$ cat src/rtl/ipv4_longest_prefix_match_defines.svh
// Assertion macros shared by the prefix match modules.
`ifndef IPV4_LONGEST_PREFIX_MATCH_DEFINES_SVH
`define IPV4_LONGEST_PREFIX_MATCH_DEFINES_SVH

// Same-cycle implication, checked outside reset.
`define LPM_ASSERT_NOW(lbl, ante, cons, msg) \
  lbl: assert property (@(posedge clk) disable iff (rst) (ante) |-> (cons)) else $error(msg);

// Next-cycle implication, checked outside reset.
`define LPM_ASSERT_NEXT(lbl, ante, cons, msg) \
  lbl: assert property (@(posedge clk) disable iff (rst) (ante) |=> (cons)) else $error(msg);

`endif

$ cat src/rtl/lpm_pkg.sv
// Types, constants and bit-count helpers for the IPv4 prefix match block.
package lpm_pkg;

  localparam int TABLE_DEPTH = 16;
  localparam int TBL_AW      = $clog2(TABLE_DEPTH);
  localparam int ADDR_W      = 32;
  localparam int LEN_W       = 6;
  localparam int CFG_W       = 5;
  localparam int Q_DEPTH     = 2;
  localparam int Q_AW        = $clog2(Q_DEPTH);
  localparam int Q_CW        = $clog2(Q_DEPTH + 1);

  localparam logic [LEN_W-1:0] LEN_MAX = LEN_W'(ADDR_W);

  typedef enum logic {
    KIND_WRITE  = 1'b0,
    KIND_LOOKUP = 1'b1
  } item_kind_e;

  typedef struct packed {
    item_kind_e        kind;
    logic [3:0]        entry_index;
    logic [ADDR_W-1:0] address;
  } lpm_item_t;

  // Handshake between the queue head and the back end.
  typedef struct packed {
    logic      valid;
    lpm_item_t item;
  } lpm_head_t;

  // Number of zero bits above the highest set bit.
  function automatic logic [LEN_W-1:0] lead_zeros(input logic [ADDR_W-1:0] x);
    logic [LEN_W-1:0] n;
    n = LEN_MAX;
    for (int i = 0; i < ADDR_W; i++) begin
      if (x[i]) n = LEN_W'(ADDR_W - 1 - i);
    end
    return n;
  endfunction

  // Number of zero bits below the lowest set bit.
  function automatic logic [LEN_W-1:0] trail_zeros(input logic [ADDR_W-1:0] x);
    logic [LEN_W-1:0] n;
    n = LEN_MAX;
    for (int i = ADDR_W - 1; i >= 0; i--) begin
      if (x[i]) n = LEN_W'(i);
    end
    return n;
  endfunction

  function automatic logic [ADDR_W-1:0] prefix_mask(input logic [LEN_W-1:0] len);
    logic [ADDR_W-1:0] m;
    if (len == '0) begin
      m = '0;
    end else begin
      m = {ADDR_W{1'b1}} << (LEN_MAX - len);
    end
    return m;
  endfunction

endpackage

$ cat src/rtl/lpm_front.sv
// Input stage: accepts beats, tags them as write or lookup, and queues them.
`include "ipv4_longest_prefix_match_defines.svh"

module lpm_front import lpm_pkg::*; (
  input  logic              clk,
  input  logic              rst,
  input  logic              in_valid,
  output logic              in_stall,
  input  logic              func,
  input  logic [3:0]        entry_index,
  input  logic [ADDR_W-1:0] address,
  output lpm_head_t         head,
  input  logic              pop
);

  lpm_item_t       q_mem [Q_DEPTH];
  logic [Q_AW-1:0] wr_ptr;
  logic [Q_AW-1:0] rd_ptr;
  logic [Q_CW-1:0] fill;
  logic            push;
  lpm_item_t       item_in;

  assign in_stall = (fill == Q_CW'(Q_DEPTH));
  assign push     = in_valid && !in_stall;

  always_comb begin
    item_in.kind        = func ? KIND_LOOKUP : KIND_WRITE;
    item_in.entry_index = entry_index;
    item_in.address     = address;
  end

  assign head.valid = (fill != '0);
  assign head.item  = q_mem[rd_ptr];

  always_ff @(posedge clk) begin
    if (push) q_mem[wr_ptr] <= item_in;
  end

  always_ff @(posedge clk) begin
    if (rst) begin
      wr_ptr <= '0;
      rd_ptr <= '0;
      fill   <= '0;
    end else begin
      if (push) wr_ptr <= (wr_ptr == Q_AW'(Q_DEPTH - 1)) ? '0 : wr_ptr + 1'b1;
      if (pop)  rd_ptr <= (rd_ptr == Q_AW'(Q_DEPTH - 1)) ? '0 : rd_ptr + 1'b1;
      if (push && !pop) begin
        fill <= fill + 1'b1;
      end else if (pop && !push) begin
        fill <= fill - 1'b1;
      end
    end
  end

  `LPM_ASSERT_NOW(a_pop_nonempty, pop, fill != '0, "queue popped while empty")
  `LPM_ASSERT_NOW(a_fill_bound, 1'b1, fill <= Q_CW'(Q_DEPTH), "queue fill out of range")

endmodule

$ cat src/rtl/lpm_back.sv
// Back end: address table, sequential entry scan and result register.
`include "ipv4_longest_prefix_match_defines.svh"

module lpm_back import lpm_pkg::*; (
  input  logic              clk,
  input  logic              rst,
  input  logic              cfg_write,
  input  logic [CFG_W-1:0]  cfg_data,
  input  lpm_head_t         head,
  output logic              pop,
  output logic              out_valid,
  input  logic              out_stall,
  output logic [LEN_W-1:0]  prefix_length,
  output logic [ADDR_W-1:0] network_address,
  output logic              hit
);

  typedef enum logic [2:0] {
    ST_IDLE = 3'b001,
    ST_SCAN = 3'b010,
    ST_EMIT = 3'b100
  } state_t;

  state_t            state;
  logic [CFG_W-1:0]  entries_in_use;
  logic [CFG_W-1:0]  active;
  logic [CFG_W-1:0]  scan_idx;
  logic [CFG_W-1:0]  scan_last;
  logic [ADDR_W-1:0] query;
  logic [ADDR_W-1:0] tbl_mem [TABLE_DEPTH];
  logic [ADDR_W-1:0] rd_data;
  logic [TBL_AW-1:0] rd_addr;
  logic              best_hit;
  logic [LEN_W-1:0]  best_len;
  logic [LEN_W-1:0]  lz;
  logic [LEN_W-1:0]  tz;
  logic              is_match;
  logic              better;
  logic              out_free;
  logic [LEN_W-1:0]  res_len;

  assign active = (entries_in_use > CFG_W'(TABLE_DEPTH)) ? CFG_W'(TABLE_DEPTH) : entries_in_use;
  assign pop    = (state == ST_IDLE) && head.valid;
  assign out_free = !out_valid || !out_stall;

  // Entry e matches the query at length L when the top L bits agree and e has
  // no set bits below L. Its best length is therefore the common prefix length,
  // provided that covers every set bit of e.
  assign lz       = lead_zeros(query ^ rd_data);
  assign tz       = trail_zeros(rd_data);
  assign is_match = ({1'b0, lz} + {1'b0, tz}) >= {1'b0, LEN_MAX};
  assign better   = is_match && (!best_hit || (lz > best_len));
  assign res_len  = best_hit ? best_len : '0;

  assign rd_addr = pop ? '0 : scan_idx[TBL_AW-1:0] + 1'b1;

  always_ff @(posedge clk) begin
    if (pop && (head.item.kind == KIND_WRITE) &&
        ({1'b0, head.item.entry_index} < 5'(TABLE_DEPTH))) begin
      tbl_mem[head.item.entry_index[TBL_AW-1:0]] <= head.item.address;
    end
    rd_data <= tbl_mem[rd_addr];
  end

  always_ff @(posedge clk) begin
    if (rst) begin
      state          <= ST_IDLE;
      entries_in_use <= '0;
      out_valid      <= 1'b0;
      best_hit       <= 1'b0;
    end else begin
      if (cfg_write) entries_in_use <= cfg_data;
      if ((state == ST_EMIT) && out_free) begin
        out_valid <= 1'b1;
      end else if (!out_stall) begin
        out_valid <= 1'b0;
      end
      case (state)
        ST_IDLE: begin
          if (pop && (head.item.kind == KIND_LOOKUP)) begin
            best_hit <= 1'b0;
            state    <= (active == '0) ? ST_EMIT : ST_SCAN;
          end
        end
        ST_SCAN: begin
          if (better) best_hit <= 1'b1;
          if (scan_idx == scan_last) state <= ST_EMIT;
        end
        ST_EMIT: begin
          if (out_free) state <= ST_IDLE;
        end
        default: state <= ST_IDLE;
      endcase
    end
  end

  always_ff @(posedge clk) begin
    if (pop) begin
      query     <= head.item.address;
      scan_idx  <= '0;
      scan_last <= active - 1'b1;
      best_len  <= '0;
    end else if (state == ST_SCAN) begin
      scan_idx <= scan_idx + 1'b1;
      if (better) best_len <= lz;
    end
    if ((state == ST_EMIT) && out_free) begin
      prefix_length   <= res_len;
      network_address <= query & prefix_mask(res_len);
      hit             <= best_hit;
    end
  end

  `LPM_ASSERT_NOW(a_scan_bound, state == ST_SCAN, scan_idx <= scan_last, "scan ran past the last entry")
  `LPM_ASSERT_NOW(a_best_len, best_hit, best_len <= LEN_MAX, "best prefix length above 32")
  `LPM_ASSERT_NOW(a_miss_zero, out_valid && !hit, prefix_length == '0 && network_address == '0, "miss result not zero")

endmodule

$ cat src/rtl/ipv4_longest_prefix_match.sv
// IPv4 longest prefix match over a small table of network addresses.
//
// Items enter on in_valid/in_stall with func, entry_index and address. A beat
// with func 0 stores address in slot entry_index and yields no result; a beat
// with func 1 looks address up and yields one result beat on out_valid/
// out_stall carrying prefix_length, network_address and hit.
// The table size in use is set through cfg_valid/cfg_ready/entries_in_use and
// is to be written by the user only while no item is in flight; the block
// does not enforce this. cfg_ready is always high. A two-deep queue decouples
// input from the scan, so beats are taken while a lookup is being worked on or
// a result waits. Writes retire one per cycle while no lookup is in progress.
// A lookup reads one table entry per cycle from the single table read port,
// and no further item leaves the queue until the lookup result is registered.
// While out_stall is high the result is held and the scan of the next lookup
// completes, then waits; the queue fills and in_stall rises.
// Reset clears the queue, out_valid and entries_in_use. Table
// slots are undefined until written and must be written before use.
module ipv4_longest_prefix_match import lpm_pkg::*; (
  input  logic              clk,
  input  logic              rst,
  input  logic              cfg_valid,
  output logic              cfg_ready,
  input  logic [CFG_W-1:0]  entries_in_use,
  input  logic              in_valid,
  output logic              in_stall,
  input  logic              func,
  input  logic [3:0]        entry_index,
  input  logic [ADDR_W-1:0] address,
  output logic              out_valid,
  input  logic              out_stall,
  output logic [LEN_W-1:0]  prefix_length,
  output logic [ADDR_W-1:0] network_address,
  output logic              hit
);

  lpm_head_t head;
  logic      pop;

  assign cfg_ready = 1'b1;

  lpm_front u_front (
    .clk         (clk),
    .rst         (rst),
    .in_valid    (in_valid),
    .in_stall    (in_stall),
    .func        (func),
    .entry_index (entry_index),
    .address     (address),
    .head        (head),
    .pop         (pop)
  );

  lpm_back u_back (
    .clk             (clk),
    .rst             (rst),
    .cfg_write       (cfg_valid && cfg_ready),
    .cfg_data        (entries_in_use),
    .head            (head),
    .pop             (pop),
    .out_valid       (out_valid),
    .out_stall       (out_stall),
    .prefix_length   (prefix_length),
    .network_address (network_address),
    .hit             (hit)
  );

endmodule

$ cat config.mk
export PLATFORM = sky130hd
export DESIGN_NAME = ipv4_longest_prefix_match
export DESIGN_NICKNAME = d
export VERILOG_FILES = /design/src/rtl/lpm_pkg.sv /design/src/rtl/lpm_front.sv /design/src/rtl/lpm_back.sv /design/src/rtl/ipv4_longest_prefix_match.sv
export VERILOG_INCLUDE_DIRS = /design/src /design/src/rtl
export SDC_FILE = /design/constraint.sdc
export NUM_CORES = 1
export LEC_CHECK = 0
export ABC_AREA = 1
export BUFFER_PORTS_ARGS = -buffer_cell sky130_fd_sc_hd__buf_2
export CORE_MARGIN = 2
export CORE_UTILIZATION = 30
export DETAILED_ROUTE_END_ITERATION = 6
export PLACE_DENSITY_LB_ADDON = 0.25
export SLEW_MARGIN = 20
export SYNTH_ARGS = -nofsm -noshare
export SYNTH_HDL_FRONTEND = slang
export SYNTH_SLANG_ARGS = --single-unit
$ cat constraint.sdc
create_clock -name clk -period 4.09 [get_ports clk]
set_input_delay 0.6135 -clock clk [delete_from_list [all_inputs] [get_ports clk]]
set_output_delay 0.6135 -clock clk [all_outputs]
set_load 0.005 [all_outputs]
==> results.py <==
metrics = {
    "status": {
        "status": "complete, no violations",
    },
    "detailed_routing": {
        "drcViolationCount": 0,
        "routedWlPerCell_um": 21.8,
        "ant_nets": 0,
        "wl_met3_um": 5340,
        "top_layer": "met4",
        "vias": 17800,
        "wl_met2_um": 36100,
        "viasPerCell": 4.99,
        "drt_iter0_drc": 1588,
        "m1WireLength_um": 34700,
        "first_pass_iters": 5,
        "drt_wl_total_um": 78100,
    },
    "sta": {
        "max_slew_margin_pct": 46.6,
        "max_freq_mhz": 251,
        "rsz0062_at_grt": "yes",
        "fin_crit_sh_pct": 97.5,
        "tightest_slew_ps": 793,
        "drv_slew": 0,
        "skew_ps": 23.6,
        "setup_viol": 0,
        "period_needed_ps": 3990,
        "finalHoldViolations": 0,
    },
    "synthesis": {
        "syn_avg_cell_area_um2": 13.4,
        "syn-num-nets": 2195,
        "ys_ff_latch": 720,
        "synth_area_um2": 28400,
        "syn_inst": 2128,
        "synth_top_cell_by_area": "edfxtp_1",
        "ys_types": 47,
        "seq_area_frac_synth_pct": 74.0,
        "ys.flop_type": "edfxtp_1",
        "synth_edf_count": 662,
        "synth_warnings": 0,
        "yosysTopAreaCellShare_pct": 69.9,
        "async_flop_share_pct": 0,
        "ys_top_cells_by_area": "edfxtp_1, nor2_1, dfxtp_1, o221ai_1, nor3_1",
    },
    "setup_path": {
        "reg2reg_slack_ps": 100,
        "worst_path_largest_cell_delay_ps": 420,
        "arrival_ps": 4540,
        "crit_fanout": 5,
        "critPathSlowestCell": "edfxtp_1",
        "worst_path_most_repeated_cell": "nand2_1",
        "endpoint_kind": "flip-flop",
        "crit_type": "reg -> reg",
        "r2r-start": "u_back.query[1]",
        "critPathRequiredTime_ps": 4640,
        "rr_worst_depth": 43,
        "r2r-end": "u_back.best_len[2]",
        "startpoint_type": "flip-flop",
    },
    "power_and_ir_drop": {
        "p_leak_nw": 11.3,
        "power_density_nw_per_um2": 733,
        "irDropWorstVdd_uv": 691,
        "total_power_mw": 24.6,
    },
    "clock_tree": {
        "clockBufferDepth": 3,
        "h-tree-depth": 3,
        "cts.sinks": 720,
        "cts_hold_buf": 0,
        "path_clk_slew_ps": 60,
        "cts_tree": "yes",
        "numCtsBuffers": 80,
        "clkLatencyLatePin_ps": 640,
        "cts-root-buf": "clkbuf_16",
    },
    "final_layout": {
        "drive_gt1_share_pct": 16.7,
        "finalNetCount": 2327,
        "area_growth_pct": 18.1,
        "nFillCells": 9033,
        "fin_cells": 3579,
    },
    "min_path": {
        "hp-start": "address[2]",
        "hp-class": "in -> reg",
        "min_path_cells": 1,
        "hold_end": "u_front.q_mem[0][2]",
    },
    "grt": {
        "antenna_found_initial": 11,
        "gr-total-overflow": 0,
        "track_usage_pct": 15.7,
        "grt_pass1_wl_um": 114000,
        "grt_pass1_vias": 17300,
        "grt_max_degree": 129,
    },
    "run": {
        "drv_cap": 0,
    },
    "floorplanning": {
        "io_pins": 89,
        "die-area_um2": 97300,
        "die_h_um": 312,
        "core_area_um2": 93600,
        "core.rowCount": 112,
        "die_width_um": 312,
        "start_util_pct": 30.4,
    },
    "place": {
        "post-place-cells": 3430,
        "gp_congestion": 0.826,
        "port_buffers": 87,
        "hpwl_um": 46900,
    },
}
final cells by class:
type / instances / area [um^2] / share of cell area (%)
clock inverters: 45 / 393 / 1.17
clock buffers: 101 / 2140 / 6.38
well taps: 1254 / 1570 / 4.67
inverters: 97 / 382 / 1.14
multi-input cells: 1197 / 6840 / 20.4
repair buffers: 164 / 1220 / 3.62
diodes: 1 / 2.50 / 0.00745
flip-flops and latches: 720 / 21000 / 62.6
placed cells by master, fill, tap and decap left out, types with 60 or more instances in the layout:
cell type,instances
nand2_1,191
buf_2,87
nand3_1,80
clkbuf_16,81
inv_1,80
edfxtp_1,662
o221ai_1,128
nor2_1,313
buf_4,60
nor3_1,204
synth_stat cells, drive strengths merged (19+ instances only):
cell type    n
clkbuf      91
nand3       81
a21oi       52
o22ai       32
nor3       204
inv         97
dfxtp       58
xnor2       30
nor2       334
nand2      195
o221ai     128
edfxtp     662
mux2        32
buf         23
o21ai       34
ha          19
power by group:
part | switching (mW) | internal (mW)
clock | 2.94 | 4.00
sequential | 0.554 | 9.37
combinational | 5.37 | 2.37
total | 8.87 | 15.7
metrics by stage:
step	hold WS, ps	setup TNS (ps)	cell area [um^2]	worst slack (ps)	utilization (%)
2_1_floorplan	406	-15370	28400	-30.7	-
3_3_place_gp	427	0	30900	25.9	33.0
3_5_place_dp	438	-127	30900	-31.8	33.0
4_1_cts	135	0	33500	8.20	35.8
5_1_grt	139	-2010	33600	-337	35.9
6_report	168	0	33600	100	35.9
what timing repair did:
| item | 4_1_cts | 5_1_grt |
|---|---|---|
| gates resized for setup | 2 | 25 |
| endpoints found under the setup margin | 6 | 7 |
| setup buffers | 0 | 1 |
| pin swaps | 0 | 16 |
metal layers:
metal | vias up | global-route usage (%)
met4 | 0 | 4.73
met2 | 644 | 24.6
li1 | 8176 | -
met3 | 115 | 2.75
met5 | - | 0
met1 | 8907 | 22.1
flip-flops by register name, indices dropped and copies added (netlist names), 2 cells and up, named ones only:
register                cells
u_front.q_mem              74
u_back.scan_last            5
u_back.network_address     32
u_back.best_len             6
u_back.query               32
u_back.tbl_mem            512
u_back.scan_idx             5
u_back.rd_data             32
u_front.fill                2
u_back.prefix_length        6
u_back.state                3
u_back.entries_in_use       5
worst max-delay path by stage:
stage / end / slack, ps / startpoint / depth (start not counted)
after detailed placement: u_back.best_len[2] / -30 / u_back.query[2] / 41
after CTS: u_back.best_len[2] / 8 / u_back.query[1] / 44
after global placement: u_back.best_len[1] / 30 / u_back.query[2] / 41
after floorplan: u_back.tbl_mem[0][0] / -30 / u_back.state[0] / 8
after global routing: u_back.best_len[2] / -340 / u_back.query[1] / 44
final: u_back.best_len[2] / 100 / u_back.query[1] / 43
critical path: cells and delay by family (launching register included):
| kind | cells | cell delay, ps |
|---|---|---|
| AOI/OAI and AO/OA | 4 | 720 |
| DFF | 1 | 420 |
| and+or+nand+nor | 35 | 2070 |
| adders and majority gates | 2 | 540 |
| buffers and inverters | 2 | 150 |
kinds of logic (layout without fill, tap and decap cells):
kind of cell,Yosys count,in the layout,share of synthesized area [%]
AND/OR/NAND/NOR,834,834,12.5
flip-flops,720,720,74.0
AO/OA/AOI/OAI,273,273,6.95
buffers and inverters,211,407,2.87
XOR/XNOR,36,36,1.54
multiplexers,33,33,1.30
adder cells (fa/ha/maj),20,20,0.906
other,1,2,0.0132
(Power assumes the default switching activity.)
